$ cat src/hdl/rgbcc_pkg.sv
// rgbcc_pkg: shared types, widths and constants of the RGB565 color classifier
package rgbcc_pkg;

    // field and datapath widths
    localparam int PIX_W      = 16;
    localparam int COMP_W     = 8;
    localparam int VAL_W      = 8;
    localparam int SUM_W      = COMP_W + 1;
    localparam int DIFF_W     = COMP_W + 1;
    localparam int NUM_W      = 16;
    localparam int DEN_W      = SUM_W;
    localparam int DIV_STAGES = NUM_W;
    // signed hue sum: quotient plus sector base with room for the sign
    localparam int HUE_SUM_W  = NUM_W + 2;

    // configuration port
    localparam int ADDR_W     = 5;
    localparam int DATA_W     = 32;
    localparam int REG_IDX_W  = ADDR_W - 2;

    // scale constants
    localparam int HUE_SECTOR      = 40;
    localparam int HUE_BASE_GREEN  = 80;
    localparam int HUE_BASE_BLUE   = 160;
    localparam int SCALE_MAX       = 240;
    localparam int DEN_FLIP        = 511;
    // lightness <= 120 exactly when max+min <= 257
    localparam int LIGHT_SPLIT_SUM = 257;
    // lightness == 0 exactly when max+min <= 2
    localparam int LIGHT_ZERO_SUM  = 2;
    // lightness = (sum * 61681) >> 17, exact for every 9-bit sum
    localparam int LIGHT_RECIP     = 61681;
    localparam int LIGHT_SHIFT     = 17;
    localparam int PROD_W          = LIGHT_SHIFT + VAL_W;

    // register reset values
    localparam logic [VAL_W-1:0] RST_HUE_LOW    = VAL_W'(60);
    localparam logic [VAL_W-1:0] RST_HUE_HIGH   = VAL_W'(110);
    localparam logic [VAL_W-1:0] RST_SAT_LOW    = VAL_W'(45);
    localparam logic [VAL_W-1:0] RST_SAT_HIGH   = VAL_W'(110);
    localparam logic [VAL_W-1:0] RST_LIGHT_LOW  = VAL_W'(90);
    localparam logic [VAL_W-1:0] RST_LIGHT_HIGH = VAL_W'(210);

    // register indexes
    localparam logic [REG_IDX_W-1:0] REG_HUE_LOW    = REG_IDX_W'(0);
    localparam logic [REG_IDX_W-1:0] REG_HUE_HIGH   = REG_IDX_W'(1);
    localparam logic [REG_IDX_W-1:0] REG_SAT_LOW    = REG_IDX_W'(2);
    localparam logic [REG_IDX_W-1:0] REG_SAT_HIGH   = REG_IDX_W'(3);
    localparam logic [REG_IDX_W-1:0] REG_LIGHT_LOW  = REG_IDX_W'(4);
    localparam logic [REG_IDX_W-1:0] REG_LIGHT_HIGH = REG_IDX_W'(5);

    // which component holds the maximum
    typedef enum logic [1:0] {
        SEC_RED   = 2'd0,
        SEC_GREEN = 2'd1,
        SEC_BLUE  = 2'd2
    } sector_t;

    typedef struct packed {
        logic [VAL_W-1:0] hue_low;
        logic [VAL_W-1:0] hue_high;
        logic [VAL_W-1:0] sat_low;
        logic [VAL_W-1:0] sat_high;
        logic [VAL_W-1:0] light_low;
        logic [VAL_W-1:0] light_high;
    } cfg_t;

    // per-pixel info that travels beside the dividers
    typedef struct packed {
        sector_t          sector;
        logic             hue_neg;
        logic             grey;
        logic             sat_zero;
        logic [VAL_W-1:0] lightness;
    } side_t;

    typedef struct packed {
        logic             valid;
        side_t            side;
        logic [NUM_W-1:0] hue_num;
        logic [DEN_W-1:0] hue_den;
        logic [NUM_W-1:0] sat_num;
        logic [DEN_W-1:0] sat_den;
    } front_t;

endpackage

$ cat src/hdl/rgb565_hls_color_classifier.sv
// rgb565_hls_color_classifier: top level of the RGB565 hue/saturation/lightness classifier
//
//   channel   handshake                 payload
//   -------   -----------------------   ----------------------------------------
//   input     start, busy               pixel
//   result    done (one-cycle strobe)   hue, saturation, lightness, matched
//   config    APB psel/penable/pwrite   paddr, pwdata, prdata, pready
//
// One pixel per clock. A pixel passes two front stages, sixteen divider stages
// (one quotient bit each, two dividers side by side) and two back stages. busy
// stays low and the pipeline never stalls, so the receiver must take every
// result on its strobe; the block does not enforce this. Reset clears the valid
// bits and loads the bound registers with their defaults; no clearing pass.
module rgb565_hls_color_classifier (
    input  logic                          clk,
    input  logic                          rst_n,
    input  logic                          start,
    output logic                          busy,
    input  logic [rgbcc_pkg::PIX_W-1:0]   pixel,
    output logic                          done,
    output logic [rgbcc_pkg::VAL_W-1:0]   hue,
    output logic [rgbcc_pkg::VAL_W-1:0]   saturation,
    output logic [rgbcc_pkg::VAL_W-1:0]   lightness,
    output logic                          matched,
    input  logic                          psel,
    input  logic                          penable,
    input  logic                          pwrite,
    input  logic [rgbcc_pkg::ADDR_W-1:0]  paddr,
    input  logic [rgbcc_pkg::DATA_W-1:0]  pwdata,
    output logic [rgbcc_pkg::DATA_W-1:0]  prdata,
    output logic                          pready
);
    import rgbcc_pkg::*;

    cfg_t                  cfg;
    front_t                front;
    logic [NUM_W-1:0]      hue_q;
    logic [NUM_W-1:0]      sat_q;
    logic [DIV_STAGES-1:0] valid_reg;
    logic [DIV_STAGES-1:0] valid_next;
    side_t                 side_reg [DIV_STAGES];

    assign busy = 1'b0;

    rgbcc_regs u_regs (
        .clk     (clk),
        .rst_n   (rst_n),
        .psel    (psel),
        .penable (penable),
        .pwrite  (pwrite),
        .paddr   (paddr),
        .pwdata  (pwdata),
        .prdata  (prdata),
        .pready  (pready),
        .cfg     (cfg)
    );

    rgbcc_front u_front (
        .clk   (clk),
        .rst_n (rst_n),
        .start (start),
        .pixel (pixel),
        .front (front)
    );

    rgbcc_div u_hue_div (
        .clk      (clk),
        .dividend (front.hue_num),
        .divisor  (front.hue_den),
        .quotient (hue_q)
    );

    rgbcc_div u_sat_div (
        .clk      (clk),
        .dividend (front.sat_num),
        .divisor  (front.sat_den),
        .quotient (sat_q)
    );

    // valid bits and side info follow the divider stages
    assign valid_next = {valid_reg[DIV_STAGES-2:0], front.valid};

    always_ff @(posedge clk or negedge rst_n)
    begin
        if (!rst_n)
        begin
            valid_reg <= '0;
        end
        else
        begin
            valid_reg <= valid_next;
        end
    end

    always_ff @(posedge clk)
    begin
        side_reg[0] <= front.side;
        for (int i = 1; i < DIV_STAGES; i++)
        begin
            side_reg[i] <= side_reg[i-1];
        end
    end

    rgbcc_back u_back (
        .clk        (clk),
        .rst_n      (rst_n),
        .valid      (valid_reg[DIV_STAGES-1]),
        .side       (side_reg[DIV_STAGES-1]),
        .hue_q      (hue_q),
        .sat_q      (sat_q),
        .cfg        (cfg),
        .done       (done),
        .hue        (hue),
        .saturation (saturation),
        .lightness  (lightness),
        .matched    (matched)
    );

endmodule

$ cat src/hdl/rgbcc_regs.sv
// rgbcc_regs: APB register file holding the six classification bounds
module rgbcc_regs (
    input  logic                          clk,
    input  logic                          rst_n,
    input  logic                          psel,
    input  logic                          penable,
    input  logic                          pwrite,
    input  logic [rgbcc_pkg::ADDR_W-1:0]  paddr,
    input  logic [rgbcc_pkg::DATA_W-1:0]  pwdata,
    output logic [rgbcc_pkg::DATA_W-1:0]  prdata,
    output logic                          pready,
    output rgbcc_pkg::cfg_t               cfg
);
    import rgbcc_pkg::*;

    cfg_t                 cfg_reg;
    cfg_t                 cfg_next;
    logic [REG_IDX_W-1:0] idx;
    logic                 wr_en;

    assign idx    = paddr[ADDR_W-1:2];
    assign wr_en  = psel & penable & pwrite;
    assign pready = 1'b1;
    assign cfg    = cfg_reg;

    // register write decode
    always_comb
    begin
        cfg_next = cfg_reg;
        if (wr_en)
        begin
            case (idx)
                REG_HUE_LOW:    cfg_next.hue_low    = pwdata[VAL_W-1:0];
                REG_HUE_HIGH:   cfg_next.hue_high   = pwdata[VAL_W-1:0];
                REG_SAT_LOW:    cfg_next.sat_low    = pwdata[VAL_W-1:0];
                REG_SAT_HIGH:   cfg_next.sat_high   = pwdata[VAL_W-1:0];
                REG_LIGHT_LOW:  cfg_next.light_low  = pwdata[VAL_W-1:0];
                REG_LIGHT_HIGH: cfg_next.light_high = pwdata[VAL_W-1:0];
                default:        cfg_next = cfg_reg;
            endcase
        end
    end

    always_ff @(posedge clk or negedge rst_n)
    begin
        if (!rst_n)
        begin
            cfg_reg.hue_low    <= RST_HUE_LOW;
            cfg_reg.hue_high   <= RST_HUE_HIGH;
            cfg_reg.sat_low    <= RST_SAT_LOW;
            cfg_reg.sat_high   <= RST_SAT_HIGH;
            cfg_reg.light_low  <= RST_LIGHT_LOW;
            cfg_reg.light_high <= RST_LIGHT_HIGH;
        end
        else
        begin
            cfg_reg <= cfg_next;
        end
    end

    // read mux
    always_comb
    begin
        case (idx)
            REG_HUE_LOW:    prdata = DATA_W'(cfg_reg.hue_low);
            REG_HUE_HIGH:   prdata = DATA_W'(cfg_reg.hue_high);
            REG_SAT_LOW:    prdata = DATA_W'(cfg_reg.sat_low);
            REG_SAT_HIGH:   prdata = DATA_W'(cfg_reg.sat_high);
            REG_LIGHT_LOW:  prdata = DATA_W'(cfg_reg.light_low);
            REG_LIGHT_HIGH: prdata = DATA_W'(cfg_reg.light_high);
            default:        prdata = '0;
        endcase
    end

endmodule

$ cat src/hdl/rgbcc_front.sv
// rgbcc_front: pixel expansion, max/min, divider operands and lightness (two stages)
module rgbcc_front (
    input  logic                         clk,
    input  logic                         rst_n,
    input  logic                         start,
    input  logic [rgbcc_pkg::PIX_W-1:0]  pixel,
    output rgbcc_pkg::front_t            front
);
    import rgbcc_pkg::*;

    logic [COMP_W-1:0]        r;
    logic [COMP_W-1:0]        g;
    logic [COMP_W-1:0]        b;
    logic [COMP_W-1:0]        mx;
    logic [COMP_W-1:0]        mn;
    sector_t                  sec;
    logic signed [DIFF_W-1:0] diff;

    logic                     a_valid_reg;
    sector_t                  a_sector_reg;
    logic signed [DIFF_W-1:0] a_diff_reg;
    logic [COMP_W-1:0]        a_dif_reg;
    logic [SUM_W-1:0]         a_sum_reg;

    logic [DIFF_W-1:0]        neg_diff;
    logic [COMP_W-1:0]        mag;
    logic [PROD_W-1:0]        light_prod;
    front_t                   front_reg;
    front_t                   front_next;

    // stage a: expand to 8 bits, find max, min and the winning component
    always_comb
    begin
        r  = {pixel[15:11], 3'b000};
        g  = {pixel[10:5], 2'b00};
        b  = {pixel[4:0], 3'b000};
        mx = r;
        if (g > mx)
        begin
            mx = g;
        end
        if (b > mx)
        begin
            mx = b;
        end
        mn = r;
        if (g < mn)
        begin
            mn = g;
        end
        if (b < mn)
        begin
            mn = b;
        end
        if (mx == r)
        begin
            sec  = SEC_RED;
            diff = $signed({1'b0, g}) - $signed({1'b0, b});
        end
        else if (mx == g)
        begin
            sec  = SEC_GREEN;
            diff = $signed({1'b0, b}) - $signed({1'b0, r});
        end
        else
        begin
            sec  = SEC_BLUE;
            diff = $signed({1'b0, r}) - $signed({1'b0, g});
        end
    end

    always_ff @(posedge clk or negedge rst_n)
    begin
        if (!rst_n)
        begin
            a_valid_reg <= 1'b0;
        end
        else
        begin
            a_valid_reg <= start;
        end
    end

    always_ff @(posedge clk)
    begin
        a_sector_reg <= sec;
        a_diff_reg   <= diff;
        a_dif_reg    <= mx - mn;
        a_sum_reg    <= SUM_W'(mx) + SUM_W'(mn);
    end

    // stage b: scaled numerators, divisors and lightness by reciprocal
    assign neg_diff   = DIFF_W'(-a_diff_reg);
    assign mag        = a_diff_reg[DIFF_W-1] ? neg_diff[COMP_W-1:0] : a_diff_reg[COMP_W-1:0];
    assign light_prod = PROD_W'(a_sum_reg) * PROD_W'(LIGHT_RECIP);

    always_comb
    begin
        front_next.valid          = a_valid_reg;
        front_next.side.sector    = a_sector_reg;
        front_next.side.hue_neg   = a_diff_reg[DIFF_W-1];
        front_next.side.grey      = (a_dif_reg == '0);
        front_next.side.sat_zero  = (a_sum_reg <= SUM_W'(LIGHT_ZERO_SUM));
        front_next.side.lightness = light_prod[PROD_W-1:LIGHT_SHIFT];
        front_next.hue_num        = NUM_W'(mag) * NUM_W'(HUE_SECTOR);
        front_next.sat_num        = NUM_W'(a_dif_reg) * NUM_W'(SCALE_MAX);
        if (a_dif_reg == '0)
        begin
            front_next.hue_den = DEN_W'(1);
        end
        else
        begin
            front_next.hue_den = DEN_W'(a_dif_reg);
        end
        if (a_sum_reg == '0)
        begin
            front_next.sat_den = DEN_W'(1);
        end
        else if (a_sum_reg <= SUM_W'(LIGHT_SPLIT_SUM))
        begin
            front_next.sat_den = a_sum_reg;
        end
        else
        begin
            front_next.sat_den = DEN_W'(DEN_FLIP) - a_sum_reg;
        end
    end

    always_ff @(posedge clk or negedge rst_n)
    begin
        if (!rst_n)
        begin
            front_reg <= '0;
        end
        else
        begin
            front_reg <= front_next;
        end
    end

    assign front = front_reg;

endmodule

$ cat src/hdl/rgbcc_div.sv
// rgbcc_div: pipelined restoring divider, one quotient bit per stage
module rgbcc_div (
    input  logic                         clk,
    input  logic [rgbcc_pkg::NUM_W-1:0]  dividend,
    input  logic [rgbcc_pkg::DEN_W-1:0]  divisor,
    output logic [rgbcc_pkg::NUM_W-1:0]  quotient
);
    import rgbcc_pkg::*;

    logic [DEN_W-1:0] rem_reg  [DIV_STAGES];
    logic [DEN_W-1:0] rem_next [DIV_STAGES];
    logic [NUM_W-1:0] dq_reg   [DIV_STAGES];
    logic [NUM_W-1:0] dq_next  [DIV_STAGES];
    logic [DEN_W-1:0] dv_reg   [DIV_STAGES];
    logic [DEN_W-1:0] dv_next  [DIV_STAGES];

    // each stage shifts in one dividend bit and tries one subtract
    for (genvar s = 0; s < DIV_STAGES; s++)
    begin : g_stage
        logic [DEN_W-1:0] rem_in;
        logic [NUM_W-1:0] dq_in;
        logic [DEN_W-1:0] dv_in;
        logic [DEN_W:0]   trial;
        logic [DEN_W:0]   trial_sub;
        logic             fits;

        if (s == 0)
        begin : g_first
            assign rem_in = '0;
            assign dq_in  = dividend;
            assign dv_in  = divisor;
        end
        else
        begin : g_chain
            assign rem_in = rem_reg[s-1];
            assign dq_in  = dq_reg[s-1];
            assign dv_in  = dv_reg[s-1];
        end

        assign trial       = {rem_in, dq_in[NUM_W-1]};
        assign fits        = (trial >= {1'b0, dv_in});
        assign trial_sub   = trial - {1'b0, dv_in};
        assign rem_next[s] = fits ? trial_sub[DEN_W-1:0] : trial[DEN_W-1:0];
        assign dq_next[s]  = {dq_in[NUM_W-2:0], fits};
        assign dv_next[s]  = dv_in;

        always_ff @(posedge clk)
        begin
            rem_reg[s] <= rem_next[s];
            dq_reg[s]  <= dq_next[s];
            dv_reg[s]  <= dv_next[s];
        end
    end

    assign quotient = dq_reg[DIV_STAGES-1];

endmodule

$ cat src/hdl/rgbcc_back.sv
// rgbcc_back: hue/saturation assembly with clamping, then the bound check (two stages)
module rgbcc_back (
    input  logic                         clk,
    input  logic                         rst_n,
    input  logic                         valid,
    input  rgbcc_pkg::side_t             side,
    input  logic [rgbcc_pkg::NUM_W-1:0]  hue_q,
    input  logic [rgbcc_pkg::NUM_W-1:0]  sat_q,
    input  rgbcc_pkg::cfg_t              cfg,
    output logic                         done,
    output logic [rgbcc_pkg::VAL_W-1:0]  hue,
    output logic [rgbcc_pkg::VAL_W-1:0]  saturation,
    output logic [rgbcc_pkg::VAL_W-1:0]  lightness,
    output logic                         matched
);
    import rgbcc_pkg::*;

    logic signed [HUE_SUM_W-1:0] hq;
    logic signed [HUE_SUM_W-1:0] hbase;
    logic signed [HUE_SUM_W-1:0] hsum;
    logic [VAL_W-1:0]            hue_next;
    logic [VAL_W-1:0]            sat_next;
    logic                        match_next;

    logic                        d_valid_reg;
    logic [VAL_W-1:0]            d_hue_reg;
    logic [VAL_W-1:0]            d_sat_reg;
    logic [VAL_W-1:0]            d_light_reg;

    logic                        done_reg;
    logic [VAL_W-1:0]            hue_reg;
    logic [VAL_W-1:0]            sat_reg;
    logic [VAL_W-1:0]            light_reg;
    logic                        matched_reg;

    // signed quotient plus sector base, then clamp
    always_comb
    begin
        if (side.hue_neg)
        begin
            hq = -$signed({2'b00, hue_q});
        end
        else
        begin
            hq = $signed({2'b00, hue_q});
        end
        case (side.sector)
            SEC_RED:   hbase = side.hue_neg ? HUE_SUM_W'(SCALE_MAX) : '0;
            SEC_GREEN: hbase = HUE_SUM_W'(HUE_BASE_GREEN);
            SEC_BLUE:  hbase = HUE_SUM_W'(HUE_BASE_BLUE);
            default:   hbase = '0;
        endcase
        hsum = hbase + hq;
        if (side.grey || (hsum < 0))
        begin
            hue_next = '0;
        end
        else if (hsum > $signed(HUE_SUM_W'(SCALE_MAX)))
        begin
            hue_next = VAL_W'(SCALE_MAX);
        end
        else
        begin
            hue_next = hsum[VAL_W-1:0];
        end
        if (side.grey || side.sat_zero)
        begin
            sat_next = '0;
        end
        else if (sat_q > NUM_W'(SCALE_MAX))
        begin
            sat_next = VAL_W'(SCALE_MAX);
        end
        else
        begin
            sat_next = sat_q[VAL_W-1:0];
        end
    end

    always_ff @(posedge clk or negedge rst_n)
    begin
        if (!rst_n)
        begin
            d_valid_reg <= 1'b0;
        end
        else
        begin
            d_valid_reg <= valid;
        end
    end

    always_ff @(posedge clk)
    begin
        d_hue_reg   <= hue_next;
        d_sat_reg   <= sat_next;
        d_light_reg <= side.lightness;
    end

    // strict window check on all three values
    assign match_next = (d_hue_reg > cfg.hue_low) && (d_hue_reg < cfg.hue_high) &&
                        (d_sat_reg > cfg.sat_low) && (d_sat_reg < cfg.sat_high) &&
                        (d_light_reg > cfg.light_low) && (d_light_reg < cfg.light_high);

    always_ff @(posedge clk or negedge rst_n)
    begin
        if (!rst_n)
        begin
            done_reg <= 1'b0;
        end
        else
        begin
            done_reg <= d_valid_reg;
        end
    end

    always_ff @(posedge clk)
    begin
        hue_reg     <= d_hue_reg;
        sat_reg     <= d_sat_reg;
        light_reg   <= d_light_reg;
        matched_reg <= match_next;
    end

    assign done       = done_reg;
    assign hue        = hue_reg;
    assign saturation = sat_reg;
    assign lightness  = light_reg;
    assign matched    = matched_reg;

endmodule
$ cat config.mk
export PLATFORM = sky130hd
export DESIGN_NAME = rgb565_hls_color_classifier
export DESIGN_NICKNAME = d
export VERILOG_FILES = /design/src/hdl/rgbcc_pkg.sv /design/src/hdl/rgb565_hls_color_classifier.sv /design/src/hdl/rgbcc_regs.sv /design/src/hdl/rgbcc_front.sv /design/src/hdl/rgbcc_div.sv /design/src/hdl/rgbcc_back.sv
export SDC_FILE = /design/constraint.sdc
export NUM_CORES = 2
export LEC_CHECK = 0
export BUFFER_PORTS_ARGS = -buffer_cell sky130_fd_sc_hd__buf_2
export CORE_AREA = 2 2 365 367
export DETAILED_ROUTE_END_ITERATION = 7
export DIE_AREA = 0 0 367 369
export PLACE_DENSITY = 0.54
export SKIP_LAST_GASP = 1
export SLEW_MARGIN = 20
export SYNTH_ARGS = -nofsm -noshare
export SYNTH_HDL_FRONTEND = slang
export SYNTH_SLANG_ARGS = --single-unit
$ cat constraint.sdc
create_clock -name clk -period 4.3 [get_ports clk]
set_input_delay 0.43 -clock clk [delete_from_list [all_inputs] [get_ports clk]]
set_output_delay 0.43 -clock clk [all_outputs]
set_load 0.01 [all_outputs]
==> results.md <==
* Status: finished clean
* Mean Syn Cell Area at 11.4 sq um
* Post-synth EDFFs at 0
* Share of the yosys chip area belonging to registers at 0.563
* Met2 wire len at 34000 um
* GPL Wtd Cong at 0.822
* CP Max Fanout at 6
* Largest register FFs at 208
* Max Cap Viol at 0
* Fmax at 248 MHz
* Worst skew pair latency at 0.71 ns
* First-pass GRT wire length at 127000 um
* CTS sink count at 1258
* CTS Buffer Depth at 3
* Startpoint types: register
* Synth cell types at 86
* Final core occ at 0.407
* Worst Path Arrival at 4.64 ns
* Largest net degree at the start of global routing at 72
* Vias/cell at 4.26
* M1 WL at 34900 um
* Final WL at 74100 um
* Die Wd at 367 um
* Post-Place Cell Area at 0.0487 sq mm
* Slew Limit Fails at 0
* Yosys warns at 0
* Remaining global-route overflow at 0
* Critical Path RT at 4.91 ns
* Gate count after technology mapping at 4030
* Post-CTS setup buffer count at 0
* Setup Crit Path Kind: register to register
* Root Driver: clkbuf_16
* Seq cells post-synth at 1258
* Hold Vio Cnt, Final at 0
* Synth async-reset ratio at 0.0914
* Detail Route met3 WL at 2710 um
* Core area at 0.131 sq mm
* Total track usage at 0.111
* # IOs at 119
* DRT iter0 DRCs at 1124
* CTS tree: yes
* Std cell rows at 133
* Initial Utilization at 0.349
* Die height at 369 um
* Final nets at 4782
* Antenna viol nets, final at 0
* Initial antenna violation count at 1
* Clk pin slew, worst setup/hold paths at 0.06 ns
* Slew HR at 0.363
* Vias in the first global route at 26700
* Worst Hold Class: input pin to register
* Port-buffer cells at 66
* Area Overhead vs Synth at 16.4%
* # fillers at 12500
* # setup viols final at 0
* Top sig layer: met4
* DPL Wire Length at 55300 um
* Slew @ Worst Pin at 0.946 ns
* Mapped Area at 0.0458 sq mm
* TritonRoute pass-1 iters at 5
* Final worst-path cycle share at 0.938
* Final min period at 4.03 ns
* DR vias at 26100
* Max H-tree Level at 3
* Hold slack at 0.185 ns
* RSZ-0062 raised after global routing: no
* Fin area at 0.0533 sq mm
* Num CTS Buffers at 121
* Layout cells sized above 1 at 0.120
* Predominant post-synthesis flop cell: dfxtp_1
* DRC Markers at 0
* WL per Instance at 12.1 um
* Setup Skew at 0.0462 ns
* Die area at 0.135 sq mm
* Setup crit end kind: register
==> layout by cell type (no fill, tap or decap), types with 17 or more instances in the layout <==
cell,count
dfxtp_1,1143
inv_1,455
ha_1,418
nor2_1,227
a21oi_1,222
xnor2_1,172
a21o_1,141
clkbuf_16,124
o21ai_0,116
nand2_1,109
mux2_2,94
dfrtp_1,89
buf_4,81
nand2b_1,77
nor2b_1,72
buf_2,65
nand4_1,61
xor2_1,60
mux2_1,46
mux2i_1,45
fa_1,41
and2_1,32
conb_1,31
nor3_1,30
dfstp_2,26
o21ai_1,25
o21bai_1,24
bufinv_16,22
nand3_1,21
o21a_1,20
clkbuf_8,19
a211oi_1,17
clkinv_2,17
clkbuf_1,17
==> critical path: stages, from the launching register on <==
cell and delay, ns:
dfxtp_1 0.51, fa_1 0.49, inv_1 0.09, fa_1 0.44, fa_1 0.54, inv_1 0.04
ha_1 0.29, ha_1 0.35, nor3_1 0.21, nor2_1 0.06, o41a_1 0.12, a211o_1 0.29
a21o_1 0.20, a21oi_1 0.17, xnor2_1 0.13
==> layer usage <==
layer  vias to the layer above  GRT usage
met4                         0     0.0422
met2                       312      0.190
met3                       152     0.0218
met5                         -          0
met1                     11800      0.139
li1                      13800          -
==> final cells by class <==
| class | instances | area [sq um] | share of cell area |
|---|---|---|---|
| diodes | 1 | 2.50 | 0.0000469 |
| flip-flops and latches | 1258 | 25800 | 0.484 |
| repair buffers | 157 | 1050 | 0.0198 |
| multi-input cells | 2266 | 18100 | 0.339 |
| inverters | 458 | 1730 | 0.0324 |
| clock inverters | 71 | 1060 | 0.0198 |
| clock buffers | 160 | 3430 | 0.0643 |
| well taps | 1755 | 2200 | 0.0412 |
==> cells by family after synthesis <==
family	share of synthesized area
AO/OA/AOI/OAI	0.0911
XOR/XNOR	0.0444
adder cells (fa/ha/maj)	0.133
buffers and inverters	0.0463
flip-flops	0.563
multiplexers	0.0464
other	0.000164
AND/OR/NAND/NOR	0.0758
==> final timing paths <==
check | to | slack, ns | from | cells after the start
hold / removal | u_front.a_diff_reg[3] | 0.19 | pixel[0] | 3
max in group asynchronous | u_front.front[39] | 3.13 | rst_n | 3
min in group asynchronous | u_regs.cfg[16] | 0.30 | rst_n | 2
setup reg to reg | u_front.front[52] | 0.27 | u_front.a_sum_reg[7] | 14
setup / recovery | u_front.front[52] | 0.27 | u_front.a_sum_reg[7] | 14
hold reg to reg | side_reg[1][60] | 0.28 | side_reg[1][47] | 0
==> Yosys cell counts (all sizes together) (45+ instances only) <==
master / instances / share of area
nand2b: 79 / 0.011
xor2: 60 / 0.011
nor2b: 72 / 0.0098
a21oi: 225 / 0.025
clkbuf: 45 / 0.0037
mux2: 140 / 0.034
ha: 420 / 0.11
dfxtp: 1143 / 0.50
dfrtp: 89 / 0.049
nand4: 62 / 0.0086
o21ai: 143 / 0.016
xnor2: 172 / 0.033
a21o: 141 / 0.023
mux2i: 48 / 0.011
nor2: 227 / 0.019
nand2: 110 / 0.0090
inv: 458 / 0.038
==> per-stage QoR <==
stage	setup TNS (ns)	instances	worst slack [ns]
2_1_floorplan	-0.128	4059	-0.128
3_3_place_gp	-0.890	5884	-0.144
3_5_place_dp	-1.76	5884	-0.215
4_1_cts	0	6125	0.107
5_1_grt	0	6125	0.0541
6_report	0	6126	0.268
==> what timing repair did <==
item	in CTS	in global routing
hold endpoints to repair	42	0
hold buffers	10	0
resized for setup	0	2
setup endpoints to repair	0	2
Power is left out: the tool's default activity adds up to more than one toggle a clock period on the data nets, which glitch-free logic cannot reach.
